==> src/sv/rsb_ram.sv <==
`timescale 1ns / 1ps
// Generic single-write, single-read synchronous RAM with a registered read.
// No dependencies.
module rsb_ram #(
    parameter int WIDTH = 8,
    parameter int DEPTH = 64,
    localparam int AW = $clog2(DEPTH)
) (
    input  logic             clk,
    input  logic             we,
    input  logic [AW-1:0]    waddr,
    input  logic [WIDTH-1:0] wdata,
    input  logic [AW-1:0]    raddr,
    output logic [WIDTH-1:0] rdata
);

    logic [WIDTH-1:0] mem [DEPTH];

    always_ff @(posedge clk)
    begin
        if (we)
        begin
            mem[waddr] <= wdata;
        end
        rdata <= mem[raddr];
    end

endmodule

==> config.mk <==
export PLATFORM = sky130hd
export DESIGN_NAME = rsb_ram
export DESIGN_NICKNAME = d
export VERILOG_FILES = /design/src/sv/rsb_ram.sv
export SDC_FILE = /design/constraint.sdc
export NUM_CORES = 1
export LEC_CHECK = 0
export BUFFER_PORTS_ARGS = -buffer_cell sky130_fd_sc_hd__buf_4
export CORE_MARGIN = 2
export CORE_UTILIZATION = 35
export DETAILED_ROUTE_END_ITERATION = 6
export GPL_TIMING_DRIVEN = 0
export SKIP_CTS_REPAIR_TIMING = 1
export SYNTH_ARGS = -nofsm -noshare
export SYNTH_HDL_FRONTEND = slang
export SYNTH_SLANG_ARGS = --single-unit
export TNS_END_PERCENT = 30
==> constraint.sdc <==
create_clock -name clk -period 2.4 [get_ports clk]
set_input_delay 0.12 -clock clk [delete_from_list [all_inputs] [get_ports clk]]
set_output_delay 0.12 -clock clk [all_outputs]
set_load 0.05 [all_outputs]
# == Yosys cells after proc, flatten, opt, wreduce, memory -nomap -nowiden ==
# Memory sizes are Yosys's and may differ from the RTL's. A register that Yosys moved wholly into a read port is not among the register bits.
# Cells that the tools add are included.
# totals
romBits,0
mem_count,1
mem_bits_rw,512
regBits,0
inputBits,22
latchBits,0
# mem_list
memory,words,word_bits,rd,rd_clocked_by_memory_dff,write_ports,line,source
mem,64,8,1,1,1,17,logic [WIDTH-1:0] mem [DEPTH];
# op_classes
n_addsub,0
order_cmp,0
shifts,0
multipliers,0
reduce_logical,0
n_div,0
bitwise,0
eq_ne,0
muxes,2
# ops
operator,count
$mux W1,2

# == Depth between registers and ports, before layout ==
# logic_depth
ltp_word,2
ltp_mapped,9
depth_no_buf,5

# == Least setup slack after synthesis ==
# No wires, ideal clock.
# synth_timing
kind,in2reg
from,input port raddr[1]
to,register rdata[3] (read register of mem)
setup_slack_ns,0.612
setup_time_ns,0.128
required_ns,2.272
cell_stages,7
t_arrival_ns,1.660
path_cell_list,buf_4 buf_2 buf_2 mux4_2 mux4_2 o21ai_1 o41ai_1
# synth_lines
item,line,source
start: declaration,13,"input logic [AW-1:0] raddr,"
end: declaration,14,output logic [WIDTH-1:0] rdata

==> flow_metrics.env <==
export IMPL_ff2ff_path_depth=5
export IMPL_crit_arrival_ps=2660
export IMPL_synth_main_ff_cell="edfxtp_1"
export IMPL_synth_top_area_share_pct=76.24
export IMPL_p_leak_nw=7.010
export IMPL_hold_ws_ps=79.39
export IMPL_async_reset_ff_share_pct=0
export IMPL_synth_cells=940
export IMPL_ant_nets=0
export IMPL_clock_sinks=520
export IMPL_avgSynthCellArea_um2=21.45
export IMPL_ys_types=40
export IMPL_drv_cap=0
export IMPL_met2_usage_pct=25.12
export IMPL_ir_drop_mv=0.4666
export IMPL_std_cell_rows=87
export IMPL_hold_viol_final=0
export IMPL_synth_edf_count=512
export IMPL_syn_area_um2=20170
export IMPL_vias_per_cell=5.433
export IMPL_synthesis_nets=962
export IMPL_rsz0062_at_grt="false"
export IMPL_start_kind="input port"
export IMPL_final_setup_worst_slack_ps=160.1
export IMPL_setup_tns_final_ps=0
export IMPL_vias=9860
export IMPL_pre_cts_ws_ps=-747.7
export IMPL_drc=0
export IMPL_die_area_um2=59560
export IMPL_grt_pass1_wl_um=70540
export IMPL_clkTransAtPathRegs_ps=60
export IMPL_worst_slew_pin_slew_ps=1215
export IMPL_wl_per_cell_um=27.06
export IMPL_cp_required_ps=2820
export IMPL_grt_overflow=0
export IMPL_root_buffer="clkbuf_16"
export IMPL_finalCoreUtilization_pct=40.33
export IMPL_netlist_top_cells_count="512 x edfxtp_1, 126 x mux4_2, 83 x nor2_1"
export IMPL_grtUsageMet1_pct=23.55
export IMPL_hold_depth=1
export IMPL_area_growth_pct=13.42
export IMPL_layout_nets=1037
export IMPL_worstSetupEndpointType="register"
export IMPL_relSlewSlack_pct=18.41
export IMPL_cts_tree="done"
export IMPL_design_area_um2=22870
export IMPL_grt_busiest_layer="met2"
export IMPL_dp_hpwl_um=30880
export IMPL_h_tree_depth=2
export IMPL_regToRegSetupSlack_ps=170
export IMPL_hp_start="wdata[1]"
export IMPL_drt_first_pass_iters=5
export IMPL_fmax_mhz=446.4
export IMPL_critPathMaxFanout=10
export IMPL_synth_seq_cells=520
export IMPL_fp_dieH_um=244.0
export IMPL_yosys_cell_count_top_type="edfxtp_1"
export IMPL_clk_insertion_delay_late_ps=590
export IMPL_reg2reg_to="rdata[6]"
export IMPL_cts_buffer_depth=3
export IMPL_fin_crit_sh_pct=93.33
export IMPL_port_buffers=21
export IMPL_placed_area_um2=21270
export IMPL_core_area_um2=56710
export IMPL_gp_congestion=0.8879
export IMPL_grt_met3_usage_pct=3.435
export IMPL_first_global_vias=9880
export IMPL_ios=30
export IMPL_die_x_um=244.0
export IMPL_antenna_found_initial=3
export IMPL_period_needed_ps=2240
export IMPL_crit_type="in2reg"
export IMPL_holdPathEnd="mem[11][1]"
export IMPL_outcome="complete, no violations"
export IMPL_gr_usage_all_layers_pct=16.55
export IMPL_numCtsBuffers=51
export IMPL_hp_class="in2reg"
export IMPL_synth_area_top_cells="edfxtp_1 76%, mux4_2 14%, nor2_1 1.5%"
export IMPL_synth_seq_area_share_pct=77.03
export IMPL_finalSetupViolCount=0
export IMPL_drive_gt1_share_pct=25.05
export IMPL_n_fill_cell=4920
export IMPL_grt_max_degree=65
export IMPL_regToRegStartpoint="mem[20][6]"
export IMPL_ys_warn_count=0
export IMPL_fin_skew_ps=18.63
export IMPL_synth_largest_area_cell="edfxtp_1"
export IMPL_drtIter0Drc=1406
export IMPL_start_util_pct=35.56
export IMPL_drv_slew=0
export IMPL_power_density_nw_per_um2=819.4
export IMPL_finalWirelength_um=49110
stage by stage:
stage	power [mW]	cells
floorplan	10.86	940
global placement	11.33	1717
detailed placement	11.35	1717
CTS	18.85	1813
global route	19.27	1814
finish	18.74	1815
state kept, by name (all words and copies together), names as in the netlist:
register  flops
mem         512
rdata         8
layout by cell type, fill, tap and decap left out, drive strengths merged, types with 3 or more instances in the layout:
cell / n
dfxtp: 8
nand3: 13
nand3b: 3
a21oi: 3
nand2: 19
mux2: 13
a22oi: 3
nor3: 7
clkinv: 15
nor2b: 14
edfxtp: 512
clkbuf: 93
o2111ai: 3
o221ai: 8
nor2: 83
a221oi: 6
nand2b: 7
a211oi: 4
mux4: 126
inv: 3
buf: 54
mux2i: 23
o22ai: 8
o21ai: 4
o2bb2ai: 3
critical path, cell delays in order:
cell     delay (ps)
buf_4           190
buf_2           500
buf_4           340
buf_2           390
mux4_2          390
mux2i_1         310
a21oi_1         110
o21ai_0         120
nand2_1         180
layout make-up:
type,instances,area [um2],share of cell area [%]
Buffer,51,319.1,1.395
Multi-Input combinational cell,369,4338,18.97
Timing Repair Buffer,22,167.7,0.7330
Tap cell,756,945.9,4.135
Clock buffer,75,1406,6.148
Clock inverter,21,158.9,0.6947
Antenna cell,1,2.502,0.01094
Sequential cell,520,15530,67.92
cell families (layout without fill, tap and decap cells):
kind of cell	count (synthesis)	after routing	share of synthesized area [%]
DFF	520	520	77.03
muxes	162	162	15.94
and+or+nand+nor	153	153	3.387
AOI/OAI and AO/OA	54	54	2.072
buffers and inverters	51	169	1.570
other	0	1	0
how the worst max path moves through the flow:
stage,from,endpoint,slack [ps],cells after the start
6_report,raddr[1],rdata[7],160,9
5_1_grt,raddr[1],rdata[7],30,9
4_1_cts,raddr[2],rdata[5],-150,7
3_5_place_dp,raddr[2],rdata[5],-750,7
3_3_place_gp,raddr[2],rdata[5],-650,7
2_1_floorplan,raddr[1],rdata[3],610,7
where the power goes:
group | switching [mW] | internal (mW) | total (mW)
Sequential | 0.0174 | 10.1 | 10.1
Combinational | 0.717 | 0.375 | 1.09
Clock | 3.30 | 4.28 | 7.58
metal layers:
layer	share of wire, %	routed length [um]
met5	0.053	26
met4	3.4	1656
met1	43	21290
met3	7.5	3699
met2	46	22430
No activity file was read; power rests on OpenSTA's default activity.
