**src/sv/rsb_pkg.sv**
```systemverilog
`timescale 1ns / 1ps
// Shared types, constants and helpers for the RRIP/SHiP streaming-bypass
// replacement core. No dependencies.
package rsb_pkg;

    localparam int NUM_SETS      = 2048;
    localparam int NUM_WAYS      = 16;
    localparam int SET_AW        = 11;
    localparam int WAY_W         = 4;
    localparam int ADDR_W        = 48;
    localparam int PC_W          = 13;
    localparam int HIST_LEN      = 4;
    localparam int HPTR_W        = 2;
    localparam int RRPV_W        = 2;
    localparam int CTR_W         = 2;
    localparam int PHASE_W       = 5;
    localparam int THR_W         = 3;
    localparam int LEADER_SETS   = 32;

    localparam int DEF_SIG_ENTRIES   = 64;
    localparam int DEF_SELECTOR_BITS = 10;

    localparam logic [RRPV_W-1:0] RRPV_TOP    = 2'd3;
    localparam logic [CTR_W-1:0]  CTR_TOP     = 2'd3;
    localparam logic [THR_W-1:0]  THR_RESET   = 3'd3;
    localparam logic [CTR_W-1:0]  HIGH_RESET  = 2'd2;

    // delta sign codes
    localparam logic [1:0] SIGN_ZERO = 2'd0;
    localparam logic [1:0] SIGN_POS  = 2'd1;
    localparam logic [1:0] SIGN_NEG  = 2'd2;

    // register indexes
    localparam logic REG_THRESHOLD = 1'b0;
    localparam logic REG_HIGH      = 1'b1;

    typedef struct packed {
        logic                    stream;
        logic [HPTR_W-1:0]       hptr;
        logic [2*HIST_LEN-1:0]   signs;
        logic [ADDR_W-1:0]       prev;
    } set_row_t;

    typedef struct packed {
        set_row_t row;
        logic     streaming;
    } stream_res_t;

    // folded PC hash, before masking to the table size
    function automatic logic [PC_W-1:0] pc_hash(input logic [PC_W-1:0] pc);
        pc_hash = pc ^ (pc >> 2) ^ (pc >> 7);
    endfunction

endpackage

```
**src/sv/rsb_victim.sv**
```systemverilog
`timescale 1ns / 1ps
// Victim search over one set row: first way at the top RRPV, else the set
// is aged once and searched again, falling back to way 0. Depends on rsb_pkg.
module rsb_victim
    import rsb_pkg::*;
#(
    parameter int LINE_W = 8
) (
    input  logic [NUM_WAYS*LINE_W-1:0] row,
    output logic [WAY_W-1:0]           way,
    output logic [NUM_WAYS*LINE_W-1:0] aged
);

    logic             hit_top;
    logic             hit_next;
    logic [WAY_W-1:0] way_top;
    logic [WAY_W-1:0] way_next;

    // first way at top and first way one below top
    always_comb
    begin
        hit_top  = 1'b0;
        hit_next = 1'b0;
        way_top  = '0;
        way_next = '0;
        for (int w = NUM_WAYS - 1; w >= 0; w--)
        begin
            if (row[w*LINE_W +: RRPV_W] == RRPV_TOP)
            begin
                hit_top = 1'b1;
                way_top = WAY_W'(w);
            end
            if (row[w*LINE_W +: RRPV_W] == RRPV_W'(RRPV_TOP - 1'b1))
            begin
                hit_next = 1'b1;
                way_next = WAY_W'(w);
            end
        end
    end

    // ageing when nothing sits at the top
    always_comb
    begin
        aged = row;
        if (!hit_top)
        begin
            for (int w = 0; w < NUM_WAYS; w++)
            begin
                aged[w*LINE_W +: RRPV_W] = RRPV_W'(row[w*LINE_W +: RRPV_W] + 1'b1);
            end
        end
        way = hit_top ? way_top : (hit_next ? way_next : '0);
    end

endmodule

```
**config.mk**
```make
export PLATFORM = sky130hd
export DESIGN_NAME = rsb_victim
export DESIGN_NICKNAME = d
export VERILOG_FILES = /design/src/sv/rsb_pkg.sv /design/src/sv/rsb_victim.sv
export SDC_FILE = /design/constraint.sdc
export NUM_CORES = 1
export LEC_CHECK = 0
export ABC_AREA = 1
export BUFFER_PORTS_ARGS = -buffer_cell sky130_fd_sc_hd__buf_2
export CAP_MARGIN = 20
export CORE_AREA = 2 2 102 104
export DETAILED_ROUTE_END_ITERATION = 8
export DIE_AREA = 0 0 104 106
export PLACE_DENSITY = 0.64
export SLEW_MARGIN = 15
export SYNTH_ARGS = -nofsm -noshare
export SYNTH_HDL_FRONTEND = slang
export SYNTH_SLANG_ARGS = --single-unit
```
**constraint.sdc**
```tcl
create_clock -name vclk -period 3.3
set_clock_uncertainty 0.1 [all_clocks]
set_input_delay 0.66 -clock vclk [all_inputs]
set_output_delay 0.66 -clock vclk [all_outputs]
set_load 0.1 [all_outputs]
```
# Word level (Yosys, flattened, before mapping)

Cells that the tools add are included.

Register bits after elaboration: 0
Output and inout bits: 132
Logic and storage cells: 130

Add/sub/neg operators: 16
Eq/ne operators: 32
Multiplexer cells: 82

Operators by type and width:

| operator                                     | number |
|---|---|
| two-way mux 4 bit                            | 34 |
| == test 2 bit (second input constant)        | 32 |
| adder 2 x 1 -> 2 bit (second input constant) | 16 |
| two-way mux 1 bit                            | 32 |
| two-way mux 2 bit                            | 16 |

# Longest topological paths before layout

Gate-level depths: netlist of the first run.

Depth after elaboration: 19
Depth in mapped cells: 19
Depth with buffers taken out: 19

# Worst setup path before layout of the first run

Ideal clock, no wire load.

Kind: input -> output
Start point: input row[88]
End point: output way[2]
Arrival time: 3892 ps
Required time: 2540 ps
Slack: -1352 ps
Stages on the path: 7
Cell sequence: ha_1 -> nor4_2 -> inv_1 -> nor2_2 -> nand2_2 -> buf_6 -> o32ai_1

Word-level cells in the longest chain between the ends: 15
Elaborated cells between the ends (all ways): 52

Ends and longest elaborated chain:

| what                                                                 | RTL line         | source |
|---|---|---|
| from (decl)                                                          | rsb_victim.sv:9  | `input logic [NUM_WAYS*LINE_W-1:0] row,` |
| == test 2 bit                                                        | rsb_victim.sv:33 | `if (row[w*LINE_W +: RRPV_W] == RRPV_W'(RRPV_TOP - 1'b1))` |
| two-way mux 4 bit or two-way mux 1 bit (tied branches) (12 in a row) | rsb_victim.sv:33 |  |
| two-way mux 4 bit                                                    | rsb_victim.sv:52 | `way = hit_top ? way_top : (hit_next ? way_next : '0);` |
| two-way mux 4 bit *                                                  | rsb_victim.sv:52 |  |
| to (decl)                                                            | rsb_victim.sv:10 | `output logic [WAY_W-1:0] way,` |

Mark *: on every way between the ends. The rest lies on a longest branch, timed or not.

# Worst setup path after layout of the first run

Start point: input row[88]
End point: output aged[24]

Word-level cells in the longest chain between the ends: 14

Ends and longest elaborated chain:

| what                            | RTL line         | source |
|---|---|---|
| == test 2 bit                   | rsb_victim.sv:28 | `if (row[w*LINE_W +: RRPV_W] == RRPV_TOP)` |
| two-way mux 1 bit (12 in a row) | rsb_victim.sv:28 |  |
| two-way mux 2 bit               | rsb_victim.sv:45 | `if (!hit_top)` |
| to (decl)                       | rsb_victim.sv:11 | `output logic [NUM_WAYS*LINE_W-1:0] aged` |

Every way passes these cells.

==> implementation parameters, run 1 <==
Parameter                              Value

STA
  Number of pins with negative max-slew slack in the final report    0
  Slew at the pin closest to its max-slew limit    0.512 ns
  Setup TNS    0 ns
  # setup viols final    0
  Period minus WS final    3.15 ns
  Final worst setup slack    0.155 ns
  Final count of hold timing violations    0
  Worst-case headroom to the max-slew limit    66.1%
  Part of the cycle the worst path needs    95.3%
  Maximum clock rate    0.318 GHz
  Setup repair after global routing missed its margin    no

Drt
  Detailed Routing Iterations Pass 1    4
  Routed length per instance    12.1 µm
  Routed wire length    4990 µm
  DRC violations left    0
  Initial DRC count    56
  Average via count per standard cell    3.82
  Count of vias placed by the detailed router    1582
  DRT antenna net count    0

Critical path
  Crit end category    output pin
  Worst Setup Path Type    input pin to output pin
  Critical path fanouts, max    18
  Crit start category    input pin
  Arr. time, crit path    2.39 ns
  CP required    2.54 ns

Yosys
  Share of the synthesized area in the top cell type    37.2%
  Count of yosys warnings during synthesis    0
  Cell type contributing the most total cell area after synthesis    sky130_fd_sc_hd__buf_4
  Leading post-synthesis cells by cell area    sky130_fd_sc_hd__buf_4 37%, sky130_fd_sc_hd__ha_1 21%, sky130_fd_sc_hd__nand2_1 11%
  Syn_nets    460
  Post-synth cell types    22
  Post-Synthesis Cell Area    1940 µm²
  Mapped Cells    300
  Mean Syn Cell Area    6.46 µm²
  Sequential element share of the synthesized area    0%

Finish
  Layout area overhead    24.9%
  Layout cells sized above 1    37.8%
  Fraction of the core area covered by cells at the end of the flow    24.2%
  Sequential cell area in the final layout    0 µm²
  Most common library cell in the layout ignoring fill and taps    sky130_fd_sc_hd__nand2_1
  Number of fillers in the final layout    1126
  Leading cell types in the layout, fill and taps excluded    55 x sky130_fd_sc_hd__nand2_1, 47 x sky130_fd_sc_hd__inv_1, 35 x sky130_fd_sc_hd__buf_12
  Net count, final    440
  Final non-filler cell total    414
  Flip-flop and latch count    0
  ANT cells    0
  # clk buffers    0

Clock network
  Post-cts gate resize count    0
  Setup bufs post-CTS    0
  Number of hold-repair buffers added at the cts stage    0

Pwr
  Total power per unit cell area    216 nW/µm²
  Leakage power    1.29 nW
  Peak supply drop    0.0768 mV

Die
  Ports placed on the boundary    260
  Initial core utilization    19.4%
  X dimension of the die    104 µm
  Overall die area    11000 µm²
  Die height    106 µm
  Total number of placement rows    37
  Core area    10000 µm²

Placed design
  GPL Wtd Cong    0.770
  HPWL after detailed placement    4550 µm
  Number of placed cells counting well taps    414
  Buffers on Ports    68
  Dpl ws    0.137 ns

GRT
  GR Layer Usage met1    7.86%
  GRT Max-Usage Layer    met2
  Congestion Overflow GR    0
  Number of antenna violations at the first check in global routing    0
  Largest net degree at the start of global routing    19
  Number of global-route vias before repair    1647
  All-Layer GR Usage    8.64%
  Met3 demand-to-capacity share in global routing    2.21%
  Global routing met2 resource utilization    17.4%
  Global-route wire length before repair    7800 µm

Job
  # Max-Cap Violations    0

Run status
  Run status    completed

Min path
  Hold Path Class    input pin to output pin
## worst paths after layout
path / from / to / slack [ns] / cells after the start
worst max-delay path: row[88] / aged[24] / 0.15 / 9
worst min-delay path: row[111] / aged[111] / 1.22 / 0
## worst max-delay path, stage by stage
cell	delay, ns
sky130_fd_sc_hd__buf_2	0.11
sky130_fd_sc_hd__ha_1	0.21
sky130_fd_sc_hd__nor4_2	0.32
sky130_fd_sc_hd__inv_1	0.09
sky130_fd_sc_hd__nor2_2	0.12
sky130_fd_sc_hd__nand2_2	0.11
sky130_fd_sc_hd__buf_4	0.24
sky130_fd_sc_hd__xor2_1	0.29
sky130_fd_sc_hd__buf_12	0.22
## metrics by stage
stage          hold WS [ns]  power, mW  instance area, µm²
5_1_grt                1.22      0.554                2420
3_3_place_gp           1.22      0.522                2420
3_5_place_dp           1.22      0.528                2420
4_1_cts                1.22      0.529                2420
2_1_floorplan          1.43      0.877                2050
6_report               1.22      0.523                2420
## kinds of logic (layout without fill, tap and decap cells)
| group | count (synthesis) | after routing | synth area share, % |
|---|---|---|---|
| AOI/OAI and AO/OA | 21 | 21 | 6.46 |
| adders and majority gates | 32 | 32 | 20.7 |
| and+or+nand+nor | 83 | 83 | 17.9 |
| xor gates and xnor gates | 16 | 16 | 7.23 |
| buffers and inverters | 148 | 126 | 47.7 |
## synth_stat cells, drive strengths merged
library cell / number
a21boi: 1
xor2: 16
nor2: 11
o21ai: 16
a21oi: 1
o32ai: 1
nor3: 1
clkbuf: 3
nand2: 56
buf: 98
nand3: 12
or2: 1
inv: 47
o311ai: 1
nor4: 2
a311oi: 1
ha: 32
## cell type report
class | count | area (µm²) | area share [%]
well taps | 136 | 170 | 7.03
repair buffers | 79 | 948 | 39.2
multi-input cells | 152 | 1120 | 46.5
inverters | 47 | 176 | 7.29
## report_power, final
| part | total, mW | internal (mW) | switching (mW) | leakage [nW] |
|---|---|---|---|---|
| sequential | 0 | 0 | 0 | 0 |
| combinational | 0.523 | 0.182 | 0.341 | 1.29 |
| clock | 0 | 0 | 0 | 0 |
## per-layer routing
| metal | vias to the layer above | share of wire, % |
|---|---|---|
| met2 | 66 | 54 |
| met3 | 50 | 8.1 |
| li1 | 761 | - |
| met1 | 705 | 32 |
| met5 | - | 0 |
| met4 | 0 | 5.9 |
Power figures use the tool's default switching activity.
==> run 2, diff against run 1 <==
--- a/config.mk
+++ b/config.mk
@@ -8,5 +8,4 @@
 export ABC_AREA = 1
 export BUFFER_PORTS_ARGS = -buffer_cell sky130_fd_sc_hd__buf_2
-export CAP_MARGIN = 20
 export CORE_AREA = 2 2 102 104
 export DETAILED_ROUTE_END_ITERATION = 8
==> constraint.sdc (replaced) <==
create_clock -name vclk -period 3.3
set_clock_uncertainty 0.1 [all_clocks]
set_input_delay 0.495 -clock vclk [all_inputs]
set_output_delay 0.495 -clock vclk [all_outputs]
set_load 0.1 [all_outputs]
==> run 2 against run 1 <==
Compared with the run above: non-clock buffer count is 8 higher; hold slack worse by 0.33 ns; flip-flop and latch count did not move; power grew 0.57%; clock-buffer cell count unchanged; wire length decreased by 2.2%; fmax grew 12%; critical endpoint is now aged[1]; largest cell class unchanged; largest power group unchanged; highest routed layer unchanged.
==> implementation parameters, run 2 (synthesis results as in run 1) <==
Parameter                              Value

Finish
  Area of the multi-input gates    1140 µm² (+1.7%)
  Leading cell types in the layout, fill and taps excluded    55 x sky130_fd_sc_hd__nand2_1, 47 x sky130_fd_sc_hd__inv_1, 35 x sky130_fd_sc_hd__buf_12
  Layout cells sized above 1    38.5% (+0.69 points)
  # clk buffers    0 (unchanged)
  ANT cells    0 (unchanged)
  Most common library cell in the layout ignoring fill and taps    sky130_fd_sc_hd__nand2_1
  Net count, final    448 (+1.8%)
  Layout area overhead    29.0%
  Number of fillers in the final layout    1117 (-0.80%)
  Flip-flop and latch count    0 (unchanged)
  Sequential cell area in the final layout    0 µm² (unchanged)

STA
  Period minus WS final    2.81 ns (-0.340 ns)
  Maximum clock rate    0.356 GHz (+12%)
  Part of the cycle the worst path needs    85.0% (-10 points)
  Final count of hold timing violations    0 (unchanged)
  Final worst setup slack    0.495 ns (+0.340 ns)
  Number of pins with negative max-slew slack in the final report    0 (unchanged)
  Worst-case headroom to the max-slew limit    65.0% (-1.1 points)
  Slew at the pin closest to its max-slew limit    0.529 ns (+0.0164 ns)
  # setup viols final    0 (unchanged)
  Setup repair after global routing missed its margin    no

Critical path
  Beginning of the critical path    row[89]
  Critical path buffers and inverters    5 (+1)
  Worst path cell trace    buf_2 > ha_1 > nor4_2 > inv_1 > nor2_2 > nand2_2 > buf_4 > o21ai_0 > buf_4 > buf_12
  Crit end category    output pin
  Critical Path End    aged[1]
  Critical path fanouts, max    24 (+6)
  Arr. time, crit path    2.21 ns (-0.18 ns)
  CP required    2.70 ns (+0.16 ns)
  Cell type with the highest occurrence count on the critical path    sky130_fd_sc_hd__buf_4
  Kind of cell adding the most delay to the critical path    buffers and inverters
  Number of gates on the worst path with buffers counted    10 (+1)
  Largest incremental delay on the critical path    0.31 ns (about the same)
  Worst Setup Path Type    input pin to output pin
  Crit start category    input pin
  Critical path's slowest cell    sky130_fd_sc_hd__nor4_2

Pwr
  Sw frac    64.6% (-0.64 points)
  Relative contribution of the clock network to total power    0% (unchanged)
  Internal power of the cells    0.186 mW (+2.4%)
  Leakage power    1.33 nW (+3.0%)
  Sw Pwr    0.340 mW (-0.41%)
  Combinational fraction of design power    100.0% (about the same)
  Post-route total power    0.526 mW (+0.57%)
  Portion of total power attributed to sequential cells    0% (unchanged)
  Peak supply drop    0.0860 mV (+12%)
  Total power per unit cell area    210 nW/µm² (-2.6%)

Drt
  DRC violations left    0 (unchanged)
  Initial DRC count    47 (-16%)
  Average via count per standard cell    3.61 (-5.6%)
  Count of vias placed by the detailed router    1522 (-3.8%)
  Routed length per instance    11.6 µm (-4.1%)
  Routed wire length    4880 µm (-2.2%)
  DRT antenna net count    0 (unchanged)
  Detailed Routing Iterations Pass 1    4 (unchanged)

GRT
  Congestion Overflow GR    0 (unchanged)
  Number of global-route vias before repair    1602 (-2.7%)
  Number of antenna violations at the first check in global routing    0 (unchanged)
  Largest net degree at the start of global routing    25 (+6)
  Global-route wire length before repair    7840 µm (+0.45%)
  All-Layer GR Usage    8.55% (-0.090 points)

Placed design
  HPWL after detailed placement    4400 µm (-3.2%)
  Buffers on Ports    68 (unchanged)
  Dpl ws    0.466 ns (+0.329 ns)
  GPL Wtd Cong    0.785 (+2.0%)

Die
  Total number of placement rows    37 (unchanged)
  Initial core utilization    19.4% (unchanged)
  X dimension of the die    104 µm (unchanged)
  Core area    10000 µm² (unchanged)
  Die height    106 µm (unchanged)
  Ports placed on the boundary    260 (unchanged)
  Overall die area    11000 µm² (unchanged)

Clock network
  Number of hold-repair buffers added at the cts stage    0 (unchanged)
  Setup bufs post-CTS    0 (unchanged)
  Post-cts gate resize count    0 (unchanged)

Run status
  Run status    completed

Job
  # Max-Cap Violations    0 (unchanged)

Min path
  Hold Path Class    input pin to output pin
==> run 2: changes by cell type in the layout (fill, tap and decap cells not counted), sizes merged <==
cell  delta
buf      +8
==> run 2: worst min-delay path by stage <==
stage / start / to / slack, ns / depth (start not counted)
4_1_cts: row[103] / aged[103] / 0.89 / 0
3_5_place_dp: row[103] / aged[103] / 0.89 / 0
3_3_place_gp: row[103] / aged[103] / 0.89 / 0
6_report: row[20] / aged[20] / 0.89 / 0
2_1_floorplan: row[100] / aged[100] / 1.10 / 1
5_1_grt: row[26] / aged[26] / 0.89 / 0
==> run 2: layout make-up <==
type | count | share of cell area, %
well taps | 136 | 6.81
inverters | 47 | 7.06
repair buffers | 87 | 40.4
multi-input cells | 152 | 45.8
==> run 2: through the flow <==
| stage | cells | instance area, µm² | setup TNS, ns | hold WS [ns] | utilization (%) |
|---|---|---|---|---|---|
| 2_1_floorplan | 300 | 2070 | -13.30 | 1.10 | - |
| 3_3_place_gp | 422 | 2500 | 0 | 0.891 | 25.0 |
| 3_5_place_dp | 422 | 2500 | 0 | 0.891 | 25.0 |
| 4_1_cts | 422 | 2500 | 0 | 0.891 | 25.0 |
| 5_1_grt | 422 | 2500 | 0 | 0.890 | 25.0 |
| 6_report | 422 | 2500 | 0 | 0.890 | 25.0 |
==> run 2: power groups by stage <==
stage | Clock (mW) | Combinational (mW) | Sequential [mW]
floorplan | 0 | 0.870 | 0
global placement | 0 | 0.525 | 0
detailed placement | 0 | 0.530 | 0
CTS | 0 | 0.531 | 0
global route | 0 | 0.559 | 0
finish | 0 | 0.526 | 0
==> run 2: layer usage <==
| metal | track usage [%] | wire length, µm | vias up |
|---|---|---|---|
| li1 | - | - | 769 |
| met1 | 10.1 | 2030 | 626 |
| met2 | 14.8 | 2240 | 85 |
| met5 | 0 | 0 | - |
| met4 | 4.34 | 219 | 0 |
| met3 | 1.72 | 390 | 42 |
