**src/sv/rsb_pkg.sv**
```systemverilog
`timescale 1ns / 1ps
// Shared types, constants and helpers for the RRIP/SHiP streaming-bypass
// replacement core. No dependencies.
package rsb_pkg;

    localparam int NUM_SETS      = 2048;
    localparam int NUM_WAYS      = 16;
    localparam int SET_AW        = 11;
    localparam int WAY_W         = 4;
    localparam int ADDR_W        = 48;
    localparam int PC_W          = 13;
    localparam int HIST_LEN      = 4;
    localparam int HPTR_W        = 2;
    localparam int RRPV_W        = 2;
    localparam int CTR_W         = 2;
    localparam int PHASE_W       = 5;
    localparam int THR_W         = 3;
    localparam int LEADER_SETS   = 32;

    localparam int DEF_SIG_ENTRIES   = 64;
    localparam int DEF_SELECTOR_BITS = 10;

    localparam logic [RRPV_W-1:0] RRPV_TOP    = 2'd3;
    localparam logic [CTR_W-1:0]  CTR_TOP     = 2'd3;
    localparam logic [THR_W-1:0]  THR_RESET   = 3'd3;
    localparam logic [CTR_W-1:0]  HIGH_RESET  = 2'd2;

    // delta sign codes
    localparam logic [1:0] SIGN_ZERO = 2'd0;
    localparam logic [1:0] SIGN_POS  = 2'd1;
    localparam logic [1:0] SIGN_NEG  = 2'd2;

    // register indexes
    localparam logic REG_THRESHOLD = 1'b0;
    localparam logic REG_HIGH      = 1'b1;

    typedef struct packed {
        logic                    stream;
        logic [HPTR_W-1:0]       hptr;
        logic [2*HIST_LEN-1:0]   signs;
        logic [ADDR_W-1:0]       prev;
    } set_row_t;

    typedef struct packed {
        set_row_t row;
        logic     streaming;
    } stream_res_t;

    // folded PC hash, before masking to the table size
    function automatic logic [PC_W-1:0] pc_hash(input logic [PC_W-1:0] pc);
        pc_hash = pc ^ (pc >> 2) ^ (pc >> 7);
    endfunction

endpackage

```
**src/sv/rsb_stream_det.sv**
```systemverilog
`timescale 1ns / 1ps
// Per-set streaming detector: records the sign of the address delta and
// counts same-sign deltas in the history. Depends on rsb_pkg.
module rsb_stream_det
    import rsb_pkg::*;
(
    input  set_row_t          row,
    input  logic [ADDR_W-1:0] addr,
    input  logic [THR_W-1:0]  threshold,
    output stream_res_t       res
);

    set_row_t         nrow;
    logic [1:0]       code;
    logic [THR_W-1:0] pos;
    logic [THR_W-1:0] neg;

    // delta sign record
    always_comb
    begin
        nrow = row;
        code = SIGN_ZERO;
        if (addr > row.prev)
        begin
            code = SIGN_POS;
        end
        else if (addr < row.prev)
        begin
            code = SIGN_NEG;
        end
        if (row.prev != '0)
        begin
            nrow.signs[2*row.hptr +: 2] = code;
            nrow.hptr = HPTR_W'(row.hptr + 1'b1);
        end
        nrow.prev = addr;
    end

    // same-direction count against threshold
    always_comb
    begin
        pos = '0;
        neg = '0;
        for (int i = 0; i < HIST_LEN; i++)
        begin
            if (nrow.signs[2*i +: 2] == SIGN_POS)
            begin
                pos = THR_W'(pos + 1'b1);
            end
            else if (nrow.signs[2*i +: 2] == SIGN_NEG)
            begin
                neg = THR_W'(neg + 1'b1);
            end
        end
        res.streaming  = (pos >= threshold) || (neg >= threshold);
        res.row        = nrow;
        res.row.stream = res.streaming;
    end

endmodule

```
**config.mk**
```make
export PLATFORM = sky130hd
export DESIGN_NAME = rsb_stream_det
export DESIGN_NICKNAME = d
export VERILOG_FILES = /design/src/sv/rsb_pkg.sv /design/src/sv/rsb_stream_det.sv
export SDC_FILE = /design/constraint.sdc
export NUM_CORES = 1
export LEC_CHECK = 0
export ABC_CLOCK_PERIOD_IN_PS = 6200
export BUFFER_PORTS_ARGS = -buffer_cell sky130_fd_sc_hd__buf_2
export CAP_MARGIN = 20
export CORE_MARGIN = 5
export CORE_UTILIZATION = 30
export DETAILED_ROUTE_END_ITERATION = 10
export SETUP_SLACK_MARGIN = 0.1
export SLEW_MARGIN = 20
export SYNTH_ARGS = -nofsm -noshare
export SYNTH_HDL_FRONTEND = slang
export SYNTH_SLANG_ARGS = --single-unit
```
**constraint.sdc**
```tcl
create_clock -name vclk -period 6.2
set_clock_uncertainty 0.15 [all_clocks]
set_input_delay 0.62 -clock vclk [all_inputs]
set_output_delay 0.62 -clock vclk [all_outputs]
set_load 0.03 [all_outputs]
```
Yosys cells after proc, flatten, opt, wreduce, memory -nomap -nowiden
Cells that the tools add are included.
Widths: inputs -> output; s select.
{"block": "totals", "reg_bits": 0, "inputBits": 110, "output_inout_bits": 60, "wordCells": 40}
{"block": "classes", "n_addsub": 8, "order_cmp": 4, "eq_ne": 8, "n_shift": 2, "n_mux": 16, "reduce_logical": 2}
{"cell": "$gt 48x48->1", "n": 1}
{"cell": "$lt 48x48->1", "n": 1}
{"cell": "$reduce_bool 48->1", "n": 1}
{"cell": "$neg 3->34", "n": 1}
{"cell": "$shift 2x34->8 const A", "n": 1}
{"cell": "$shiftx 2x34->8", "n": 1}
{"cell": "$mux 3", "n": 9}
{"cell": "$add 3x1->3 const B", "n": 6}
{"cell": "$mux 10", "n": 1}
{"cell": "$bwmux 8", "n": 1}
{"cell": "$eq 2x1->1 const B", "n": 4}
{"cell": "$eq 2x2->1 const B", "n": 4}
{"cell": "$ge 3x3->1", "n": 2}
{"cell": "$mux 2", "n": 2}
{"cell": "$mux 1", "n": 3}
{"cell": "$add 2x1->2 const B", "n": 1}
{"cell": "$logic_or 1x1->1", "n": 1}

Longest topological paths before layout
Gate-level depths: netlist (run 1).
{"block": "depth", "ltp_word": 20, "depth_mapped": 23, "ltp_nobuf": 21}

Worst setup path before layout (run 1)
OpenSTA, ideal clock, no wires.
{"block": "synth_timing", "path_kind": "input-to-output", "startpoint": "input port row[14] in the netlist's numbering", "endpoint": "output port res[59] in the netlist's numbering", "arrival_ps": 5671, "required_time_ps": 5430, "path_slack_ps": -241, "stages": 23, "n_path_buf": 2, "cell_sequence": "inv_1 > ha_1 > nand4_1 > or4_4 > a21o_1 > a41oi_2 > a211oi_2 > buf_6 > o21ai_0 > a21oi_1 > ha_1 > inv_1 > mux2i_1 > ha_1 > inv_1 > mux2i_1 > ha_1 > mux2_2 > ha_1 > a21boi_0 > o21ai_0 > nand3_1 > buf_4"}
{"item": "start: declaration", "line": "rsb_stream_det.sv:7", "source": "input set_row_t row,"}
{"item": "end: declaration", "line": "rsb_stream_det.sv:10", "source": "output stream_res_t res"}

==> flow_metrics.tcl, run 1 <==
set metrics [dict create \
    status "finished clean" \
    path_class "input port to output port" \
    min_period_ns 5.76 \
    p_sw_mw 0.151 \
    hold-path-cell-count 2 \
    routabilityCongestion 0.814 \
    final_antenna_net_count 0 \
    grt_max_degree 12 \
    nFillCells 899 \
    powerDensity_nw_per_um2 80.9 \
    setup_viol 0 \
    synth_cell_types 44 \
    total_leakage_power_nw 1.85 \
    start_kind "input port" \
    grt_pass1_wl_um 11300 \
    nClkBuffers 0 \
    postCtsSetupBuffers 0 \
    p_seq_share_pct 0 \
    grt_usage_pct 13.2 \
    synth.net_count 519 \
    critPathTopFamily "compound AO/OA/AOI/OAI gates" \
    power_mw 0.250 \
    synth_top_area_cell "ha_1" \
    p_int_mw 0.0990 \
    io_pins 170 \
    viasPerCell 4.62 \
    rows 33 \
    synth_most_common_cell "inv_1" \
    antenna_cells 0 \
    io_buffer_count 169 \
    fmax_mhz 174 \
    seq_area_frac_synth_pct 0 \
    peakVddDrop_v 0.0000357 \
    seq_area_um2 0 \
    syn_area_um2 2460 \
    max_slew.worst_pin.slew_ns 0.710 \
    drive_above_1_share_pct 40.9 \
    drc 0 \
    grt_pass1_vias 2671 \
    rsz0062_at_grt "no" \
    end_kind "output port" \
    wl_per_cell_um 12.5 \
    finalNetCount 641 \
    switching_share_pct 60.4 \
    antenna_found_initial 1 \
    synth_area_leaders "ha_1 (33%), buf_4 (15%), inv_1 (10%), a21oi_1 (4.7%), nor4_1 (4.3%)" \
    slowest_delay_ns 0.57 \
    die_w_um 101 \
    hpwl_um 6790 \
    vias 2629 \
    fp.dieH_um 101 \
    path_buf_inv 4 \
    cp.arrival_ns 4.99 \
    slew_violations 0 \
    core_um2 8090 \
    maxCapViolCount 0 \
    finalCritPeriodShare_pct 92.8 \
    synth_common_cells "inv_1 (67), ha_1 (65), buf_4 (49)" \
    cpMaxStageDelayCell "a211oi_2" \
    hold_violations 0 \
    critPathMaxFanout 9 \
    drt-initial-drc-count 34 \
    start_util_pct 30.4 \
    p_clk_share_pct 0 \
    drt_wl_total_um 7090 \
    synth_cells 344 \
    grt.overflow.total 0 \
    die_area_um2 10100 \
    relSlewSlack_pct 52.0 \
    syn_area_per_cell_um2 7.15 \
    fin_setup_tns_ns 0 \
    path_cells "buf_2, inv_1, ha_1, a21oi_1, nand2_1, a221oi_1, o211ai_1, a211oi_2, buf_4, nor2_1, a22o_1, and2_1, ha_1, xor2_2, ha_1, mux2_4, ha_1, a21boi_0, o21ai_0, nand3_1, buf_2" \
    yosys_warnings 0 \
    area_delta_synth_final_pct 25.7 \
    hold_class "input port to output port" \
    synth_top_area_share_pct 33.0 \
    multi_input_area_um2 1850 \
    seq_cell_count 0 \
    power.share.combinational_pct 100.0 \
    path_depth 21 \
    drt-pass1-iter-count 4 \
    critical_path.most_common_cell "ha_1" \
    required_ns 5.43 \
]
[cells by family (layout without fill, tap and decap cells)]
| group | count (synthesis) | after routing | synth area share (%) |
|---|---|---|---|
| multiplexers | 6 | 6 | 2.75 |
| AO/OA/AOI/OAI | 61 | 61 | 16.3 |
| adder cells (fa/ha/maj) | 65 | 65 | 33.0 |
| XOR/XNOR | 7 | 7 | 3.36 |
| AND/OR/NAND/NOR | 87 | 87 | 18.7 |
| buffers and inverters | 118 | 238 | 25.8 |
[cells in the final DEF, fill, tap and decap left out, types with 2 or more instances in the layout]
cell,count
o21ai_0,17
xor2_1,2
o21ai_2,2
o211ai_1,3
mux2i_1,2
ha_1,65
mux2_2,2
nor2_1,10
xnor2_1,3
nor4_1,16
nand2_1,24
a21oi_2,2
a21boi_0,2
nor2b_1,3
nor3_1,2
a21boi_2,2
inv_1,67
a21oi_1,23
nand2b_1,5
buf_2,169
nand4_1,12
buf_4,2
nand3_1,7
[stage by stage]
step | instance area, um^2 | setup slack (ns) | hold WS [ns] | util [%] | std cells
floorplan | 2460 | 0.210 | 1.22 | - | 344
finish | 3090 | 0.444 | 1.36 | 38.2 | 569
CTS | 3080 | 0.349 | 1.36 | 38.0 | 569
global placement | 3080 | 0.419 | 1.36 | 38.0 | 569
global route | 3090 | 0.123 | 1.37 | 38.2 | 569
detailed placement | 3080 | 0.351 | 1.36 | 38.0 | 569
[layer usage]
layer,global-route usage [%],vias up,wire (um)
met4,0.104,2,1
met3,1.25,2,440
met1,15.6,1149,2890
li1,-,1383,-
met5,0,-,13
met2,26.8,93,3740
[path summary, 6_finish.rpt]
check,end,start,slack [ns]
max,res[0],row[30],0.44
min,res[39],addr[38],1.36
[power groups by stage]
stage	clock network, mW	registers (mW)	logic [mW]
floorplan	0	0	0.184
global placement	0	0	0.246
detailed placement	0	0	0.251
CTS	0	0	0.252
global route	0	0	0.280
finish	0	0	0.250
[final cells by class]
| class | instances | area share [%] |
|---|---|---|
| tap | 105 | 4.25 |
| timing repair buffer | 171 | 27.8 |
| multi-input combinational | 226 | 59.8 |
| inverter | 67 | 8.13 |
[repair_timing]
| item | CTS | global route |
|---|---|---|
| resized for setup | 0 | 4 |
| hold buffers | 0 | 0 |
| setup endpoints to repair | 0 | 2 |
(Power assumes the default switching activity.)
==> inputs of run 2 (changes only) <==
==> constraint.sdc (replaced) <==
create_clock -name vclk -period 6.2
set_clock_uncertainty 0.15 [all_clocks]
set_input_delay 0.31 -clock vclk [all_inputs]
set_output_delay 0.31 -clock vclk [all_outputs]
set_load 0.03 [all_outputs]
==> run 2 against run 1 <==
Count of clock-buffer cells in the layout unchanged; via count increased by 0.53%; non-clock buffer count unchanged; fmax increased by 6.5%; core utilization decreased by 0.19 points; global-route usage increased by 0.19 points; final cell count increased by 0.18%; first-iteration DRC count increased by 26%; largest cell class unchanged.
==> flow_metrics.tcl, run 2 (synthesis gave the netlist of run 1 again) <==
set metrics [dict create \
    drt-initial-drc-count 43 \
    cp.arrival_ns 4.95 \
    maxCapViolCount 0 \
    start_kind "input port" \
    fp.dieH_um 101 \
    slew_violations 0 \
    vias 2643 \
    finalCritPeriodShare_pct 87.2 \
    grt.overflow.total 0 \
    dp_slack_ns 0.749 \
    min_from "addr[35]" \
    grt_max_degree 13 \
    rsz0062_at_grt "no" \
    area_delta_synth_final_pct 25.1 \
    p_clk_share_pct 0 \
    final_antenna_net_count 0 \
    critPathLaunch "row[14]" \
    setup_viol 0 \
    antenna_found_initial 1 \
    peakVddDrop_v 0.0000328 \
    total_leakage_power_nw 1.83 \
    p_sw_mw 0.151 \
    viasPerCell 4.64 \
    switching_share_pct 60.5 \
    start_util_pct 30.4 \
    rows 33 \
    end_kind "output port" \
    core_um2 8090 \
    hold-path-cell-count 2 \
    power.share.combinational_pct 100.0 \
    required_ns 5.74 \
    drt-pass1-iter-count 5 \
    relSlewSlack_pct 68.6 \
    status "finished clean" \
    finalNetCount 641 \
    wl_per_cell_um 12.4 \
    die_w_um 101 \
    postCtsSetupBuffers 0 \
    drive_above_1_share_pct 40.3 \
    stdcell_area_um2 3080 \
    cts-resized-gates 0 \
    ctsHoldBuffers 0 \
    grt_usage_pct 13.4 \
    hold_class "input port to output port" \
    drt_wl_total_um 7080 \
    max_slew.worst_pin.slew_ns 0.464 \
    nClkBuffers 0 \
    hold_violations 0 \
    path_class "input port to output port" \
    seq_cell_count 0 \
    post_dp_cell_area_um2 3080 \
    die_area_um2 10100 \
    p_seq_share_pct 0 \
    min_period_ns 5.41 \
    fin_setup_tns_ns 0 \
    grt_pass1_vias 2653 \
    holdWs_ns 0.740 \
    grt_pass1_wl_um 11500 \
    critPathMaxFanout 11 \
    setup_slack_ns 0.794 \
    io_buffer_count 169 \
    io_pins 170 \
    layout_common_cells "buf_2 (169), inv_1 (67), ha_1 (65)" \
    hpwl_um 6830 \
    fmax_mhz 185 \
    routabilityCongestion 0.855 \
    drc 0 \
    powerDensity_nw_per_um2 80.8 \
    seq_area_um2 0 \
    p_int_mw 0.0981 \
    final_common_cell "buf_2" \
]
==> run 2: per-layer routing <==
metal / share of wire (%) / track usage, %
met5: 0.28 / 0
met4: 0.65 / 1.14
met3: 6.9 / 1.45
met2: 52 / 26.1
met1: 40 / 16.2
==> run 2: cell type report <==
class	instances	area, um^2
multi-input combinational	226	1830
inverter	67	251
tap	105	131
fill	923	5010
antenna	1	2.50
timing repair buffer	171	861
==> run 2: final timing paths <==
check                      to  slack [ns]
worst max-delay path   res[0]        0.79
worst min-delay path  res[36]        0.74
==> run 2: critical path, cell delays in order <==
cell and delay [ns]:
buf_2 0.09, inv_1 0.04, ha_1 0.31, nand4_1 0.17
or4_4 0.58, a21o_1 0.18, a41oi_2 0.22, a211oi_2 0.10
buf_4 0.22, o21ai_0 0.23, a21oi_1 0.07, ha_1 0.28
inv_1 0.03, mux2i_1 0.27, ha_1 0.30, inv_1 0.05
mux2i_1 0.08, ha_1 0.31, mux2_2 0.27, ha_1 0.26
a21boi_0 0.12, o21ai_0 0.16, nand3_1 0.10, buf_2 0.19
==> run 2: through the flow <==
stage / util [%] / cells / power [mW]
2_1_floorplan: - / 344 / 0.183
3_3_place_gp: 38.0 / 569 / 0.246
3_5_place_dp: 38.0 / 569 / 0.251
4_1_cts: 38.0 / 569 / 0.253
5_1_grt: 38.0 / 569 / 0.282
6_report: 38.0 / 570 / 0.249
==> run 2: power groups by stage <==
stage / clock (mW) / sequential [mW] / combinational (mW)
after floorplan: 0 / 0 / 0.183
after global placement: 0 / 0 / 0.246
after detailed placement: 0 / 0 / 0.251
after CTS: 0 / 0 / 0.253
after global routing: 0 / 0 / 0.282
final: 0.0000000216 / 0 / 0.249
==> inputs of run 3 (changes only) <==
--- a/config.mk
+++ b/config.mk
@@ -5,6 +5,7 @@
 export SDC_FILE = /design/constraint.sdc
 export NUM_CORES = 1
 export LEC_CHECK = 0
+export ABC_AREA = 1
 export ABC_CLOCK_PERIOD_IN_PS = 6200
 export BUFFER_PORTS_ARGS = -buffer_cell sky130_fd_sc_hd__buf_2
 export CAP_MARGIN = 20
==> run 3 against run 2 <==
Synthesized cell count increased by 28%; largest power group unchanged; final cell count grew 17%; area after synthesis increased by 10%; die area grew 9.0%; sequential share of layout area did not move; worst setup slack better by 0.97 ns.
==> flow_metrics.tcl, run 3 <==
set metrics [dict create \
    seq_area_frac_synth_pct 0 \
    grtUsageMet3_pct 1.54 \
    grt_max_degree 9 \
    p_sw_mw 0.164 \
    grt_busiest_layer "met2" \
    powerDensity_nw_per_um2 79.1 \
    wl_per_cell_um 10.3 \
    drt_wl_total_um 6920 \
    ctsHoldBuffers 0 \
    antenna_found_initial 0 \
    synth_cell_types 28 \
    stdcell_area_um2 3320 \
    drt-initial-drc-count 78 \
    min_period_ns 4.44 \
    postCtsSetupBuffers 0 \
    grt_usage_pct 11.7 \
    synth_top_area_share_pct 30.0 \
    synth_cells 441 \
    rsz0062_at_grt "no" \
    seq_area_um2 0 \
    path_class "input port to output port" \
    fin_setup_tns_ns 0 \
    grt.overflow.total 0 \
    drt-pass1-iter-count 4 \
    critPathMaxFanout 5 \
    hpwl_um 6700 \
    die_area_um2 11000 \
    peakVddDrop_v 0.0000269 \
    final_common_cell "buf_2" \
    die_w_um 105 \
    drc 0 \
    p_clk_share_pct 0 \
    synth_common_cells "nand2_1 (99), inv_1 (86), ha_1 (65)" \
    layout_common_cells "buf_2 (169), nand2_1 (99), inv_1 (86)" \
    setup_viol 0 \
    grt_pass1_wl_um 11600 \
    start_kind "input port" \
    viasPerCell 4.26 \
    total_leakage_power_nw 2.21 \
    syn_area_per_cell_um2 6.14 \
    final_antenna_net_count 0 \
    hold_violations 0 \
    status "finished clean" \
    power.share.combinational_pct 100.0 \
    holdWs_ns 0.739 \
    maxCapViolCount 0 \
    drive_above_1_share_pct 38.0 \
    required_ns 5.74 \
    use_met1_pct 14.8 \
    synth_most_common_cell "nand2_1" \
    io_pins 170 \
    synth_area_leaders "ha_1 (30%), nand2_1 (14%), buf_4 (14%), inv_1 (12%), nor2_1 (4.0%)" \
    cp.arrival_ns 3.98 \
    vias 2848 \
    nFillCells 1008 \
    finalCritPeriodShare_pct 71.6 \
    switching_share_pct 62.4 \
    rows 34 \
    syn_area_um2 2710 \
    synth.net_count 616 \
    yosys_warnings 0 \
    fp.dieH_um 105 \
    p_int_mw 0.0988 \
    routabilityCongestion 0.794 \
    start_util_pct 30.9 \
    grt_pass1_vias 2783 \
    seq_cell_count 0 \
    slew_violations 0 \
    finalNetCount 738 \
    nClkBuffers 0 \
    fmax_mhz 225 \
    area_delta_synth_final_pct 22.6 \
    end_kind "output port" \
    post_dp_cell_area_um2 3320 \
    core_um2 8760 \
    cts-resized-gates 0 \
    hold_class "input port to output port" \
    synth_top_area_cell "ha_1" \
    relSlewSlack_pct 80.8 \
    io_buffer_count 169 \
    max_slew.worst_pin.slew_ns 0.288 \
    p_seq_share_pct 0 \
    antenna_cells 0 \
    use_met2_pct 22.4 \
]
-- run 3: cells by family (layout without fill, tap and decap cells) --
family,count (synthesis),after routing,share of synthesized area [%]
compound gates,35,35,7.81
xor+xnor,3,3,0.970
fa+ha+maj,65,65,30.0
buf+inv,146,266,27.0
simple gates,192,192,34.2
-- run 3: cell type report --
type / count / area, um^2 / area share (%)
Multi-Input combinational cell: 295 / 1980 / 59.5
Timing Repair Buffer: 169 / 846 / 25.5
Inverter: 97 / 364 / 11.0
Tap cell: 108 / 135 / 4.07
-- run 3: power by group through the flow --
stage / Clock [mW] / Sequential (mW) / Combinational (mW)
floorplan: 0 / 0 / 0.202
global placement: 0 / 0 / 0.262
detailed placement: 0 / 0 / 0.267
CTS: 0 / 0 / 0.268
global route: 0 / 0 / 0.301
finish: 0 / 0 / 0.263
-- run 3: path summary, 6_finish.rpt --
kind / from / endpoint / cells after the start
worst max-delay path: row[39] / res[59] / 28
worst min-delay path: addr[39] / res[40] / 2
-- run 3: routing by layer --
metal,share of wire (%),wire length [um]
met1,43,2970
met2,50,3430
met3,7.5,519
met4,0,0
met5,0,0
-- run 3: critical path, stage by stage --
cell and delay, ns:
buf_2 0.07, inv_1 0.05, ha_1 0.30, nand2_1 0.08, nor2_2 0.14, nand3_1 0.09
nor2_1 0.16, nand2_1 0.08, clkinv_1 0.05, nand2_2 0.08, nand4_1 0.12, nor2_1 0.06
nor2_2 0.24, nor2_1 0.09, ha_1 0.31, nand2_2 0.09, nand2_1 0.05, ha_1 0.26
nand2_1 0.08, o21ai_2 0.06, ha_1 0.28, nand2_1 0.06, nand2_1 0.05, ha_1 0.25
a21boi_0 0.11, o21ai_0 0.16, nand3_1 0.11, buf_2 0.19
-- run 3: stage by stage --
step / cells / power [mW] / utilization [%] / setup slack, ns
6_report: 669 / 0.263 / 37.9 / 1.76
5_1_grt: 669 / 0.301 / 37.9 / 1.28
4_1_cts: 669 / 0.268 / 37.9 / 1.71
3_5_place_dp: 669 / 0.267 / 37.9 / 1.73
3_3_place_gp: 669 / 0.262 / 37.9 / 1.77
2_1_floorplan: 441 / 0.202 / - / 1.74
